$ cat src/rtl/core/pbg_pkg.sv
// ----------------------------------------------------------------------------
// pbg_pkg
// Shared widths, latencies, register codes and item records for the
// planar array beam gain block.
// ----------------------------------------------------------------------------
package pbg_pkg;

    // default element cap
    localparam int MAX_ELEMENTS_DEF = 1024;

    // field widths
    localparam int ELEM_W  = 11;
    localparam int SPC_W   = 24;
    localparam int C_W     = 20;
    localparam int NORM_W  = 48;
    localparam int FREQ_W  = 24;
    localparam int COS_W   = 16;
    localparam int GAIN_W  = 48;
    localparam int CFG_IW  = 3;
    localparam int IN_DW   = 120;
    localparam int OUT_DW  = 48;

    // queue between front and back, power of two
    localparam int QDEPTH  = 4;

    // pipeline depths
    localparam int PH_NW   = 80;   // phase dividend bits, one per stage
    localparam int PH_QW   = 33;   // phase bits kept
    localparam int SIN_LAT = 9;    // fold, square, six horner steps, scale
    localparam int FAC_NW  = 32;   // factor quotient bits
    localparam int DIR_NW  = 48;   // directivity quotient bits
    localparam int AX_LAT  = 3 + PH_NW + SIN_LAT + 2 + FAC_NW + 1;
    localparam int DIR_LAT = 5 + DIR_NW;
    localparam int DIR_PAD = AX_LAT - DIR_LAT;

    localparam logic [GAIN_W-1:0] GAIN_MAX = '1;
    localparam logic [32:0]       ONE_Q32  = 33'h1_0000_0000;

    // q30 taylor coefficients of sin(pi t)/t
    localparam logic [32:0] SIN_COEF [7] = '{
        33'd3373259426, 33'd5548789400, 33'd2738217788, 33'd643455389,
        33'd88203474,   33'd7913940,    33'd500689
    };

    // register indexes
    typedef enum logic [CFG_IW-1:0] {
        REG_ELEM_UP    = 3'd0,
        REG_ELEM_RIGHT = 3'd1,
        REG_SPC_UP     = 3'd2,
        REG_SPC_RIGHT  = 3'd3,
        REG_BAFFLE     = 3'd4,
        REG_SPEED      = 3'd5,
        REG_NORM       = 3'd6
    } t_reg_idx;

    // per-item control carried beside the datapath
    typedef struct packed {
        logic func;
        logic zero;   // back half-plane with baffle on
        logic csat;   // sound speed zero
        logic dsat;   // directivity divisor not positive
    } t_ctl;

    // classified item held in the queue
    typedef struct packed {
        t_ctl              ctl;
        logic [FREQ_W-1:0] freq;
        logic [15:0]       tu;    // |arrival_up - steer_up|
        logic [15:0]       tr;    // |arrival_right - steer_right|
        logic [14:0]       sfm;   // steer_front when positive
    } t_item;

endpackage

$ cat src/rtl/core/pbg_front.sv
// ----------------------------------------------------------------------------
// pbg_front
// Accepts input transactions, classifies the special cases and buffers the
// classified items in a short queue for the back end.
// ----------------------------------------------------------------------------
module pbg_front (
    input  logic                       i_clk,
    input  logic                       i_rst_n,
    input  logic                       i_valid,
    output logic                       o_ready,
    input  logic [pbg_pkg::IN_DW-1:0]  i_data,
    input  logic                       i_func,
    input  logic                       i_baffle,
    input  logic [pbg_pkg::C_W-1:0]    i_speed,
    input  logic [pbg_pkg::NORM_W-1:0] i_norm,
    output logic                       o_valid,
    input  logic                       i_pop,
    output pbg_pkg::t_item             o_item
);
    import pbg_pkg::*;

    localparam int QAW = $clog2(QDEPTH);
    localparam int QCW = $clog2(QDEPTH + 1);

    logic [FREQ_W-1:0] w_freq;
    logic [COS_W-1:0]  w_af, w_au, w_ar, w_sf, w_su, w_sr;
    logic [16:0]       w_du, w_dr, w_adu, w_adr;
    t_item             w_item;
    logic              w_push;

    t_item             r_q [QDEPTH];
    logic [QAW-1:0]    r_wp, r_rp;
    logic [QCW-1:0]    r_cnt;

    // unpack fields
    assign w_freq = i_data[23:0];
    assign w_af   = i_data[39:24];
    assign w_au   = i_data[55:40];
    assign w_ar   = i_data[71:56];
    assign w_sf   = i_data[87:72];
    assign w_su   = i_data[103:88];
    assign w_sr   = i_data[119:104];

    // direction differences and magnitudes
    assign w_du  = {w_au[15], w_au} - {w_su[15], w_su};
    assign w_dr  = {w_ar[15], w_ar} - {w_sr[15], w_sr};
    assign w_adu = w_du[16] ? (17'd0 - w_du) : w_du;
    assign w_adr = w_dr[16] ? (17'd0 - w_dr) : w_dr;

    // classification
    always_comb begin
        w_item.ctl.func = i_func;
        w_item.ctl.zero = i_baffle && (w_af[15] || (w_af == '0));
        w_item.ctl.csat = (i_speed == '0);
        w_item.ctl.dsat = w_sf[15] || (w_sf == '0) || (w_freq == '0) || (i_norm == '0);
        w_item.freq     = w_freq;
        w_item.tu       = w_adu[15:0];
        w_item.tr       = w_adr[15:0];
        w_item.sfm      = w_sf[14:0];
    end

    assign o_ready = (r_cnt != QCW'(QDEPTH));
    assign w_push  = i_valid && o_ready;
    assign o_valid = (r_cnt != '0);
    assign o_item  = r_q[r_rp];

    // queue storage
    always_ff @(posedge i_clk) begin
        if (w_push) begin
            r_q[r_wp] <= w_item;
        end
    end

    // queue pointers
    always_ff @(posedge i_clk) begin
        if (!i_rst_n) begin
            r_wp  <= '0;
            r_rp  <= '0;
            r_cnt <= '0;
        end else begin
            if (w_push) begin
                r_wp <= r_wp + 1'b1;
            end
            if (i_pop) begin
                r_rp <= r_rp + 1'b1;
            end
            unique case ({w_push, i_pop})
                2'b10:   r_cnt <= r_cnt + 1'b1;
                2'b01:   r_cnt <= r_cnt - 1'b1;
                default: r_cnt <= r_cnt;
            endcase
        end
    end

endmodule

$ cat config.mk
export PLATFORM = sky130hd
export DESIGN_NAME = pbg_front
export DESIGN_NICKNAME = d
export VERILOG_FILES = /design/src/rtl/core/pbg_pkg.sv /design/src/rtl/core/pbg_front.sv
export SDC_FILE = /design/constraint.sdc
export NUM_CORES = 1
export LEC_CHECK = 0
export BUFFER_PORTS_ARGS = -buffer_cell sky130_fd_sc_hd__buf_4
export CAP_MARGIN = 10
export CORE_MARGIN = 3
export CORE_UTILIZATION = 35
export CTS_CLUSTER_DIAMETER = 200
export DETAILED_ROUTE_END_ITERATION = 10
export GPL_TIMING_DRIVEN = 0
export SYNTH_ARGS = -nofsm -noshare
export SYNTH_HDL_FRONTEND = slang
export SYNTH_SLANG_ARGS = --single-unit
$ cat constraint.sdc
create_clock -name i_clk -period 2.92 [get_ports i_clk]
set_clock_uncertainty 0.15 [all_clocks]
set_input_delay 0.146 -clock i_clk [delete_from_list [all_inputs] [get_ports i_clk]]
set_output_delay 0.146 -clock i_clk [all_outputs]
set_load 0.005 [all_outputs]
==> results of run 1 <==
-- layer usage --
metal  GRT usage [%]  vias up
met5               0        -
met1            17.2     4244
met3            2.54       35
met4            3.47        0
met2            26.6      272
li1                -     4050
-- through the flow --
stage | util, % | std cells
final | 47.2 | 1737
after detailed placement | 42.9 | 1629
after CTS | 47.0 | 1737
after global routing | 47.2 | 1737
after floorplan | - | 837
after global placement | 42.6 | 1625
-- Yosys cell counts (7+ instances only) --
cell type    n
nor2_1      43
and2_1      12
mux4_2      75
nand2_1     22
a31oi_1      7
xnor2_1     28
inv_1       59
edfxtp_1   300
or3_1        7
nor3_1       8
nand3_1      7
o21ai_0     10
a21oi_1     30
xor2_1      23
ha_1        39
buf_1        9
nor4_1      29
clkbuf_1     9
and3_1       7
dfxtp_1      9
-- final timing paths --
path              start  cells past startpoint          to  slack, ns
max          i_data[40]                     14  r_q[2][44]       0.18
min          i_data[41]                      3  r_q[2][32]       0.03
min reg2reg    r_cnt[2]                      2    r_cnt[2]       0.37
max reg2reg    r_cnt[0]                     10    r_cnt[1]       0.19
-- area by class of cell --
| cell class | instances | area share, % |
|---|---|---|
| Sequential cell | 309 | 49.8 |
| Multi-Input combinational cell | 448 | 24.8 |
| Timing Repair Buffer | 327 | 14.5 |
| Clock buffer | 34 | 4.26 |
| Tap cell | 518 | 3.51 |
| Clock inverter | 21 | 1.44 |
| Inverter | 59 | 1.20 |
| Buffer | 21 | 0.597 |
-- logic make-up after synthesis --
| logic type | after synthesis |
|---|---|
| flops | 309 |
| simple gates | 171 |
| compound gates | 105 |
| buf+inv | 80 |
| mux | 79 |
| xor+xnor | 51 |
| fa+ha+maj | 42 |
-- power groups by stage --
stage | sequential [W] | clock (W) | combinational (W)
after CTS | 0.00552 | 0.00417 | 0.00245
final | 0.00552 | 0.00405 | 0.00242
after floorplan | 0.00559 | 0 | 0.00130
after global placement | 0.00562 | 0 | 0.00230
after global routing | 0.00555 | 0.00435 | 0.00266
after detailed placement | 0.00562 | 0 | 0.00238
-- repair_timing --
item / CTS / global route
hold endpoints to repair: 189 / 0
pin swaps: 0 / 1
endpoints found under the setup margin: 50 / 98
hold buffers: 53 / 0
resized for setup: 22 / 14
-- registers in the layout, summed over array words and instances (netlist names), named ones only --
register	count
r_cnt	3
r_wp	2
r_q	300
r_rp	2
-- tightest hold or removal path, cell delays in order --
cell and delay, ns:
buf_4 0.10, fa_1 0.18, mux2_2 0.19
==> results.md, run 1 <==
* Syn Area/Cell at about 17 µm²
* Post-synthesis adder-cell area fraction at under 10%
* Routed Antenna Nets at 0
* Clock tree buffer depth at 3
* Share of total power in the clock network at 33.8%
* Nets at approximately 1400
* Final Hold Viols at 0
* Ys async rst share at 0%
* Multi-input gate area at ~4600 µm²
* RSZ-0062 raised after global routing: false
* Top-Level Pins at 271
* Synth warn at 0
* Worst setup slack after placement at -0.523 ns
* IO buf count at 270
* Net Sw Frac at 24.1%
* Die span in y at about 200 µm
* Wire length per cell at 18.1 µm
* Die area at around 42000 µm²
* DRC viols at 0
* Global-route wire length before repair at between 40000 and 50000 µm
* Synth Area in XOR/XNOR at roughly 3.2%
* Total power draw at 0.0120 W
* Crit start category: primary input
* Largest net degree at the start of global routing at 47
* Post-synth EDFFs at 300
* Register share of total power at between 40% and 50%
* Largest family of logic cells by synthesized area: multiplexers
* Total track usage at between 10% and 20%
* Vias in the first global route at approximately 8800
* Final instance area at approximately 18000 µm²
* # Post-CTS Setup Buffers at 0
* Most common cell after layout, fill and taps aside: edfxtp_1
* Register bit total from synthesis at ~310
* Register Area at slightly above 9000 µm²
* Seq/Total Area, Yosys at between 60 and 70%
* Die Span X at 206 µm
* Placed Area at 16800 µm²
* Logic pwr share at about a fifth
* CTS tree: yes
* Core Box Area at around 39000 µm²
* Finish-stage setup viols at 0
* Min Hold Slack at about 0.03 ns
* WS Path Type: in -> reg
* Max cap viols at 0
* Setup_tns at 0 ns
* Crit-path max cell delay at around 0.43 ns
* Library cells used by synthesis at 76
* Critical Path RT at roughly 3.1 ns
* CTS Buf Count at 30
* Complex-gate fraction of the synthesized area at under 10%
* Initial antenna violation count at 0
* Status: completed
* Dominant cell type by area after synthesis: edfxtp_1
* Worst Path Buf+Inv at 4
* Hold crit path type: in -> reg
* Syn nets at around 1100
* Crit. End Element: flip-flop
* Top routing layer in use: met4
* Routed length on met2 at 16300 µm
* Drt total wl at 31400 µm
* Switching pwr at between 0.002 and 0.003 W
* Predominant post-synthesis flop cell: edfxtp_1
* Crit path max-delay family: compound AO/OA/AOI/OAI gates
* Most frequent cells in the layout: edfxtp_1, buf_4, mux4_2
* WP data arrival at just under 3 ns
* Final WS setup at about 0.18 ns
* Critical path cell sequence: buf_4 > inv_1 > ha_1 > inv_1 > fa_1 > a211oi_4 > o21ai_2 > a31oi_4 > a21oi_2 > a2111oi_2 > a21oi_2 > buf_6 > a31oi_1 > xor2_2
* Power per Cell Area at ~650 nW/µm²
* Slew Limit Fails at 0
* Int Pwr at roughly 0.009 W
* Starting Density at between 30% and 40%
* FP Rows at approximately 70
* Largest fanout on the critical path at 10
* Final HPWL DP at 22700 µm
* Syn Std Cell Area at around 14000 µm²
* Max Fclk at about 370 MHz
* Filler instances at between 3000 and 4000
* Rel. slew slack at between 30% and 40%
* Mapped Cells at 837
* Crit-path slowest cell: fa_1
* Mux cell area share after synthesis at approximately 12%
* DRT iter0 DRCs at ~430
* Slew @ Worst Pin at approximately 0.95 ns
* Drt via density at around 5.0
* Antenna cells at 0
* Gpl congestion at 0.709
* Tcrit/Tclk final at approximately 94%
* Area contributors post-synth: edfxtp_1, mux4_2, ha_1
* Clk slew on worst S/H paths at about 0.060 ns
* Clock latency at the later pin of the worst-skew pair at 0.54 ns
* GRT overflow at 0
* Share of the synthesized area in the top cell type at roughly 64%
* VDD IR max at ~0.38 mV
* Root cell of the clock tree: clkbuf_16
* WL met1 at between 10000 and 15000 µm
* Htree depth at 1
* TritonRoute pass-1 iters at 5
* Static leakage at between 6 and 7 nW
* DR vias at approximately 8600
* P&R area growth vs syn at 32.0%
* Fin crit period at 2.74 ns
* Clk sink count at around 310
* Simple-gate share of the synthesized area at 6.77%
* Proportion of layout cells with a drive suffix above 1 at between 30% and 40%
* WL met3 at 2320 µm
No activity file was read; power rests on OpenSTA's default activity.
==> inputs of run 2 (changes only) <==
Clock period 2.92 ns to 3.6 ns, I/O delays scaled along.
==> run 2 against run 1 <==
  * Clock power is 16% lower
  * Non-clock buffer count fell by 4
  * Total power shrank 18%
  * Routed wire length down 1.5%
  * Die area is the same
  * Hold slack lost 0.012 ns
  * Highest routed layer unchanged
  * Largest power group unchanged
  * First-iteration DRC count increased by 2.8%
  * Count of clock-buffer cells in the layout increased by 2
  * Global-route usage down 0.16 points
  * Critical path type is now reg -> out
  * Utilization shrank 0.22 points
==> results.md, run 2 (synthesis results as in run 1) <==
* Largest regs: r_q x300, r_cnt x3
* Clk slew on worst S/H paths at 0.06 ns (about the same)
* Crit path max-delay family: buffers and inverters
* IO buf count at 270 (unchanged)
* Critical path cell sequence: buf_1 > mux4_2 > buf_4
* Core Box Area at 39100 µm² (unchanged)
* Crit. End Element: primary output
* Proportion of layout cells with a drive suffix above 1 at 35.6% (-1.1 points)
* WP data arrival at 2.94 ns (about the same)
* GRT met2 Usage at 25.6% (-0.94 points)
* Drt via density at 4.89 (-1.2%)
* Clk sink count at 309 (unchanged)
* Die area at 42400 µm² (unchanged)
* Tcrit/Tclk final at approximately nine tenths
* DRT iter0 DRCs at 437 (+2.8%)
* Setup_tns at 0 ns (unchanged)
* TritonRoute pass-1 iters at 4 (-1)
* Final WS setup at 0.331 ns (+0.150 ns)
* VDD IR max at 0.351 mV (-8.0%)
* Status: completed
* Clock latency at the later pin of the worst-skew pair at 0.55 ns (about the same)
* CTS tree: yes
* Die Span X at 206 µm (unchanged)
* CTS Buf Count at 31 (+3.3%)
* Nets at 1429 (-0.21%)
* Gpl congestion at 0.716 (+0.96%)
* Crit-path slowest cell: dfxtp_1
* DR vias at 8487 (-1.3%)
* GRT overflow at 0 (unchanged)
* Root cell of the clock tree: clkbuf_16
* Initial antenna violation count at 0 (unchanged)
* Critical Path RT at 3.27 ns (+0.15 ns)
* Wire length per cell at 17.9 µm (-1.3%)
* Fin crit period at between 3 and 4 ns
* RSZ-0062 raised after global routing: false
* Routed Antenna Nets at 0 (unchanged)
* Max cap viols at 0 (unchanged)
* Power per Cell Area at 534 nW/µm² (-18%)
* Layer with the highest usage: met2
* Final instance area at 18400 µm² (-0.47%)
* Finish-stage setup viols at 0 (unchanged)
* Largest register by flop count: r_q
* Most frequent cells in the layout: edfxtp_1, buf_4, mux4_2
* Slew @ Worst Pin at 0.920 ns (-0.0260 ns)
* GR Util met3 at 2.38% (-0.16 points)
* FP Rows at 72 (unchanged)
* Crit-path max cell delay at 0.85 ns (+0.42 ns)
* Final HPWL DP at 21700 µm (-4.1%)
* Final Hold Viols at 0 (unchanged)
* Worst setup slack after placement at 0.177 ns (+0.700 ns)
* Largest fanout on the critical path at 12 (+2)
* Htree depth at 1 (unchanged)
* Worst Path Buf+Inv at 2 (-2)
* Largest net degree at the start of global routing at 47 (unchanged)
* Hold crit path type: in -> reg
* Top-Level Pins at 271 (unchanged)
* Die span in y at 206 µm (unchanged)
* Drt total wl at 31000 µm (-1.5%)
* Placed Area at 16800 µm² (unchanged)
* Number of flip-flops in the largest register at 300 (unchanged)
* Total track usage at 14.2% (-0.16 points)
* Max Fclk at around 310 MHz
* Clock tree buffer depth at 3 (unchanged)
* Crit start category: flip-flop
* Met1 Use GR at 17.7% (+0.49 points)
* P&R area growth vs syn at 31.4%
* Global-route wire length before repair at 47200 µm (-0.19%)
* Most common cell after layout, fill and taps aside: edfxtp_1
* Vias in the first global route at 8754 (-0.046%)
* Rel. slew slack at 38.7% (+1.7 points)
* WS Path Type: reg -> out
* DRC viols at 0 (unchanged)
* Static leakage at 6.72 nW (-0.68%)
* Slew Limit Fails at 0 (unchanged)
* Antenna cells at 0 (unchanged)
* Starting Density at 35.8% (unchanged)
run 2: changes by cell type in the layout (fill, tap and decap cells not counted), sizes merged:
| cell | change |
|---|---|
| bufinv | +1 |
| clkinv | -2 |
| dlygate4sd3 | -3 |
| buf | +5 |
| clkbuf | -4 |
run 2: power by group:
part	leakage (nW)	total (W)	internal, W	switching (W)
registers	2.82	0.00448	0.00441	0.0000706
logic	3.37	0.00192	0.000945	0.000972
clock network	0.529	0.00340	0.00208	0.00132
run 2: through the flow:
step / util [%] / power [W] / hold slack [ns] / instances
finish: 47.0 / 0.00980 / 0.0187 / 1734
global route: 47.0 / 0.0103 / 0.0439 / 1734
CTS: 47.0 / 0.00995 / 0.00118 / 1734
detailed placement: 42.9 / 0.00648 / 0.243 / 1629
global placement: 42.6 / 0.00645 / 0.236 / 1625
floorplan: - / 0.00560 / 0.129 / 837
run 2: worst min-delay path, delay by kind of cell:
kind | cells | cell delay (ns)
buffers and inverters | 2 | 0.18
adders and majority gates | 1 | 0.18
run 2: cell type report:
cell class	count	area [µm²]
fillers	3393	20700
flip-flops and latches	309	9190
multi-input cells	448	4500
repair buffers	324	2640
clock buffers	36	795
well taps	518	648
clock inverters	20	293
inverters	59	221
plain buffers	20	85.1
run 2: final timing paths:
check	cells after the start	slack [ns]	from	to
max reg2reg	10	1.17	r_cnt[0]	r_cnt[2]
min	3	0.02	i_data[88]	r_q[3][31]
max	3	0.33	flip-flop	o_item[33]
min reg2reg	2	0.38	r_cnt[2]	r_cnt[2]
run 2: repair_timing:
item | 4_1_cts | 5_1_grt
setup buffers | 0 | 0
hold endpoints to repair | 185 | 0
endpoints found under the setup margin | 50 | 0
resized for setup | 0 | 0
hold buffers | 50 | 0
run 2: metal layers:
layer | wire length [µm] | up-vias | part of all wire, %
met2 | 15600 | 251 | 50
met4 | 541 | 0 | 1.7
met3 | 2100 | 33 | 6.8
met1 | 12700 | 4154 | 41
met5 | 0 | - | 0
li1 | - | 4049 | -
==> inputs of run 3 (changes only) <==
Settings changed: ABC_AREA from default to 1, PLACE_DENSITY from default to 0.55.
==> run 3 against run 2 <==
  * Via count increased by 31%
  * Synthesized cell count increased by 62%
  * Utilization decreased by 0.10 points
  * Cell count increased by 31%
  * Clock power decreased by 12%
  * Area after synthesis increased by 3.3%
  * Flip-flop and latch count unchanged
  * Critical path type unchanged
  * Sequential power decreased by 1%
  * Global-route usage increased by 3.1 points
  * Hold slack improved by 0.035 ns
  * Maximum frequency decreased by 4.0%
==> results.md, run 3 <==
* Gpl congestion at 0.784 (+9.6%)
* Clock tree buffer depth at 3 (unchanged)
* Tcrit/Tclk final at 94.6% (+3.8 points)
* Top cell by count, worst path: clkbuf_2
* DRC viols at 0 (unchanged)
* DRT iter0 DRCs at 491 (+12%)
* Worst Path Buf+Inv at 5 (+3)
* Filler instances at 3777 (+11%)
* Final HPWL DP at 27700 µm (+27%)
* VDD IR max at 0.353 mV (+0.42%)
* Most frequent cells in the layout: edfxtp_1, buf_4, nand2_1
* Htree depth at 1 (unchanged)
* Root cell of the clock tree: clkbuf_16
* Top-Level Pins at 271 (unchanged)
* RSZ-0062 raised after global routing: false
* Final Hold Viols at 0 (unchanged)
* IO buf count at 270 (unchanged)
* Register Area at 9190 µm² (unchanged)
* Dominant cell type by area after synthesis: edfxtp_1
* Critical Path RT at 3.27 ns (about the same)
* Critical path cell sequence: clkbuf_2 > inv_1 > clkbuf_2 > clkbuf_1 > nor2_1 > o22ai_1 > buf_4
* Routed Antenna Nets at 0 (unchanged)
* Static leakage at 7.55 nW (+12%)
* Register bit total from synthesis at 309 (unchanged)
* Clock latency at the later pin of the worst-skew pair at 0.54 ns (about the same)
* Largest fanout on the critical path at 10 (-2)
* Drt total wl at 39000 µm (+26%)
* Worst path depth at 7 (+4)
* CTS tree: yes
* Synth warn at 0 (unchanged)
* Multi-input gate area at 4590 µm² (+1.8%)
* Max Fclk at 294 MHz (-4.0%)
* Proportion of layout cells with a drive suffix above 1 at 20.6% (-15 points)
* CTS Buf Count at 30 (-3.2%)
* Setup_tns at 0 ns (unchanged)
* Hold path depth at 4 (+1)
* Ys async rst share at 0% (unchanged)
* Area contributors post-synth: edfxtp_1, o21ai_0, nor2_1
* Slew @ Worst Pin at 0.797 ns (-0.122 ns)
* Clk sink count at 309 (unchanged)
* Mapped Cells at 1359 (+62%)
* Crit path max-delay family: buffers and inverters
* FF-to-FF setup slack at 1.07 ns (-0.10 ns)
* Final WS setup at 0.195 ns (-0.136 ns)
* Min Hold Slack at 0.0541 ns (+0.0354 ns)
* Predominant post-synthesis flop cell: edfxtp_1
* FP Rows at 73 (+1.4%)
* Clk slew on worst S/H paths at 0.07 ns (about the same)
* Hold crit path type: in -> reg
* Largest regs: r_q x300, r_cnt x3
* Synth top cells by count: edfxtp_1, nor2_1, nand2_1
* Crit. End Element: primary output
* Wire length per cell at 17.2 µm (-4.0%)
* Power per Cell Area at 491 nW/µm² (-7.9%)
* Finish-stage setup viols at 0 (unchanged)
* Total track usage at 17.2% (+3.1 points)
* Die span in y at 209 µm (+1.6%)
* Rel. slew slack at 46.7% (+8.0 points)
* GRT overflow at 0 (unchanged)
* Slew Limit Fails at 0 (unchanged)
* Number of flip-flops in the largest register at 300 (unchanged)
* Max cap viols at 0 (unchanged)
* Initial antenna violation count at 0 (unchanged)
* Largest net degree at the start of global routing at 28 (-40%)
* Drt via density at 4.89 (-0.19%)
* Status: completed
* Largest register by flop count: r_q
* Fin crit period at 3.40 ns (+0.136 ns)
* Die Span X at 209 µm (+1.6%)
* Core Box Area at 40300 µm² (+3.0%)
* Syn Std Cell Area at 14400 µm² (+3.3%)
* Vias in the first global route at 11170 (+28%)
* Starting Density at 35.9% (+0.10 points)
* WP data arrival at 3.07 ns (+0.13 ns)
* Most common cell after layout, fill and taps aside: edfxtp_1
* # Post-CTS Setup Buffers at 0 (unchanged)
* Crit-path slowest cell: clkbuf_1
* Syn Area/Cell at 10.6 µm² (-36%)
* Worst setup slack after placement at 0.322 ns (+0.145 ns)
* Seq/Total Area, Yosys at 63.6% (-2.1 points)
* Share of the synthesized area in the top cell type at 62.4% (-2.1 points)
* Most common cell in the netlist: edfxtp_1
* Syn nets at 1595 (+49%)
* Library cells used by synthesis at 35 (-54%)
* Crit start category: flip-flop
* WS Path Type: reg -> out
* DR vias at 11099 (+31%)
* Antenna cells at 0 (unchanged)
* Nets at 1959 (+37%)
* Crit-path max cell delay at 0.52 ns (-0.33 ns)
* Post-synth EDFFs at 300 (unchanged)
* P&R area growth vs syn at 30.7%
* TritonRoute pass-1 iters at 5 (+1)
* Global-route wire length before repair at 60700 µm (+28%)
* R2R depth at 6 (-4)
* Die area at 43800 µm² (+3.2%)
run 3: cell count changes after synthesis, sizes merged, moves of 38 or more:
| cell | before | now |
|---|---|---|
| inv | 59 | 132 |
| mux4 | 75 | 0 |
| nand2 | 22 | 210 |
| nand3 | 7 | 45 |
| nor2 | 43 | 205 |
| o21ai | 13 | 169 |
| o22ai | 1 | 75 |
run 3: tightest hold or removal path, cell delays in order:
cell	delay [ns]
buf_4	0.11
inv_1	0.04
ha_1	0.14
inv_1	0.08
run 3: repair_timing:
action,4_1_cts,5_1_grt
hold buffers,50,0
endpoints found under the hold margin,189,0
endpoints found under the setup margin,75,0
gates resized for setup,2,0
run 3: cell families (layout without fill, tap and decap cells):
kind of cell | after synthesis | after routing | share of synthesized area (%)
AO/OA/AOI/OAI | 280 | 280 | 10.5
XOR/XNOR | 30 | 30 | 2.05
adder cells (fa/ha/maj) | 42 | 42 | 3.79
buffers and inverters | 182 | 570 | 4.86
flip-flops | 309 | 309 | 63.6
AND/OR/NAND/NOR | 516 | 516 | 15.2
run 3: path summary, 6_finish.rpt:
| path | from | endpoint |
|---|---|---|
| max | flip-flop | o_item[45] |
| min | i_data[56] | r_q[1][15] |
| max reg2reg | r_cnt[0] | r_q[1][21] |
| min reg2reg | r_rp[1] | flip-flop |
run 3: cell type report:
type	instances	share of cell area (%)
Buffer	50	1.11
Clock buffer	35	4.19
Clock inverter	21	0.821
Inverter	132	2.62
Multi-Input combinational cell	868	24.3
Sequential cell	309	48.7
Tap cell	525	3.48
Timing Repair Buffer	332	14.9
run 3: routing by layer:
metal | vias to the layer above | routed length, µm | track usage (%)
met5 | - | 0 | 0
met2 | 341 | 19600 | 31.2
met1 | 5204 | 16400 | 22.1
met3 | 46 | 2320 | 2.16
li1 | 5508 | - | -
met4 | 0 | 726 | 3.83
run 3: through the flow:
stage	power (W)	cell area (µm²)	util [%]	cells
2_1_floorplan	0.00548	14400	-	1359
3_3_place_gp	0.00632	17100	42.5	2154
3_5_place_dp	0.00636	17400	43.3	2166
4_1_cts	0.00939	18900	46.9	2272
5_1_grt	0.00976	18900	46.9	2272
6_report	0.00928	18900	46.9	2272
run 3: where the power goes:
group	total [W]	internal, W	leakage (nW)	switching, W
logic	0.00187	0.000760	4.26	0.00111
clock network	0.00299	0.00171	0.459	0.00128
registers	0.00442	0.00437	2.83	0.0000559
total	0.00928	0.00684	7.55	0.00245
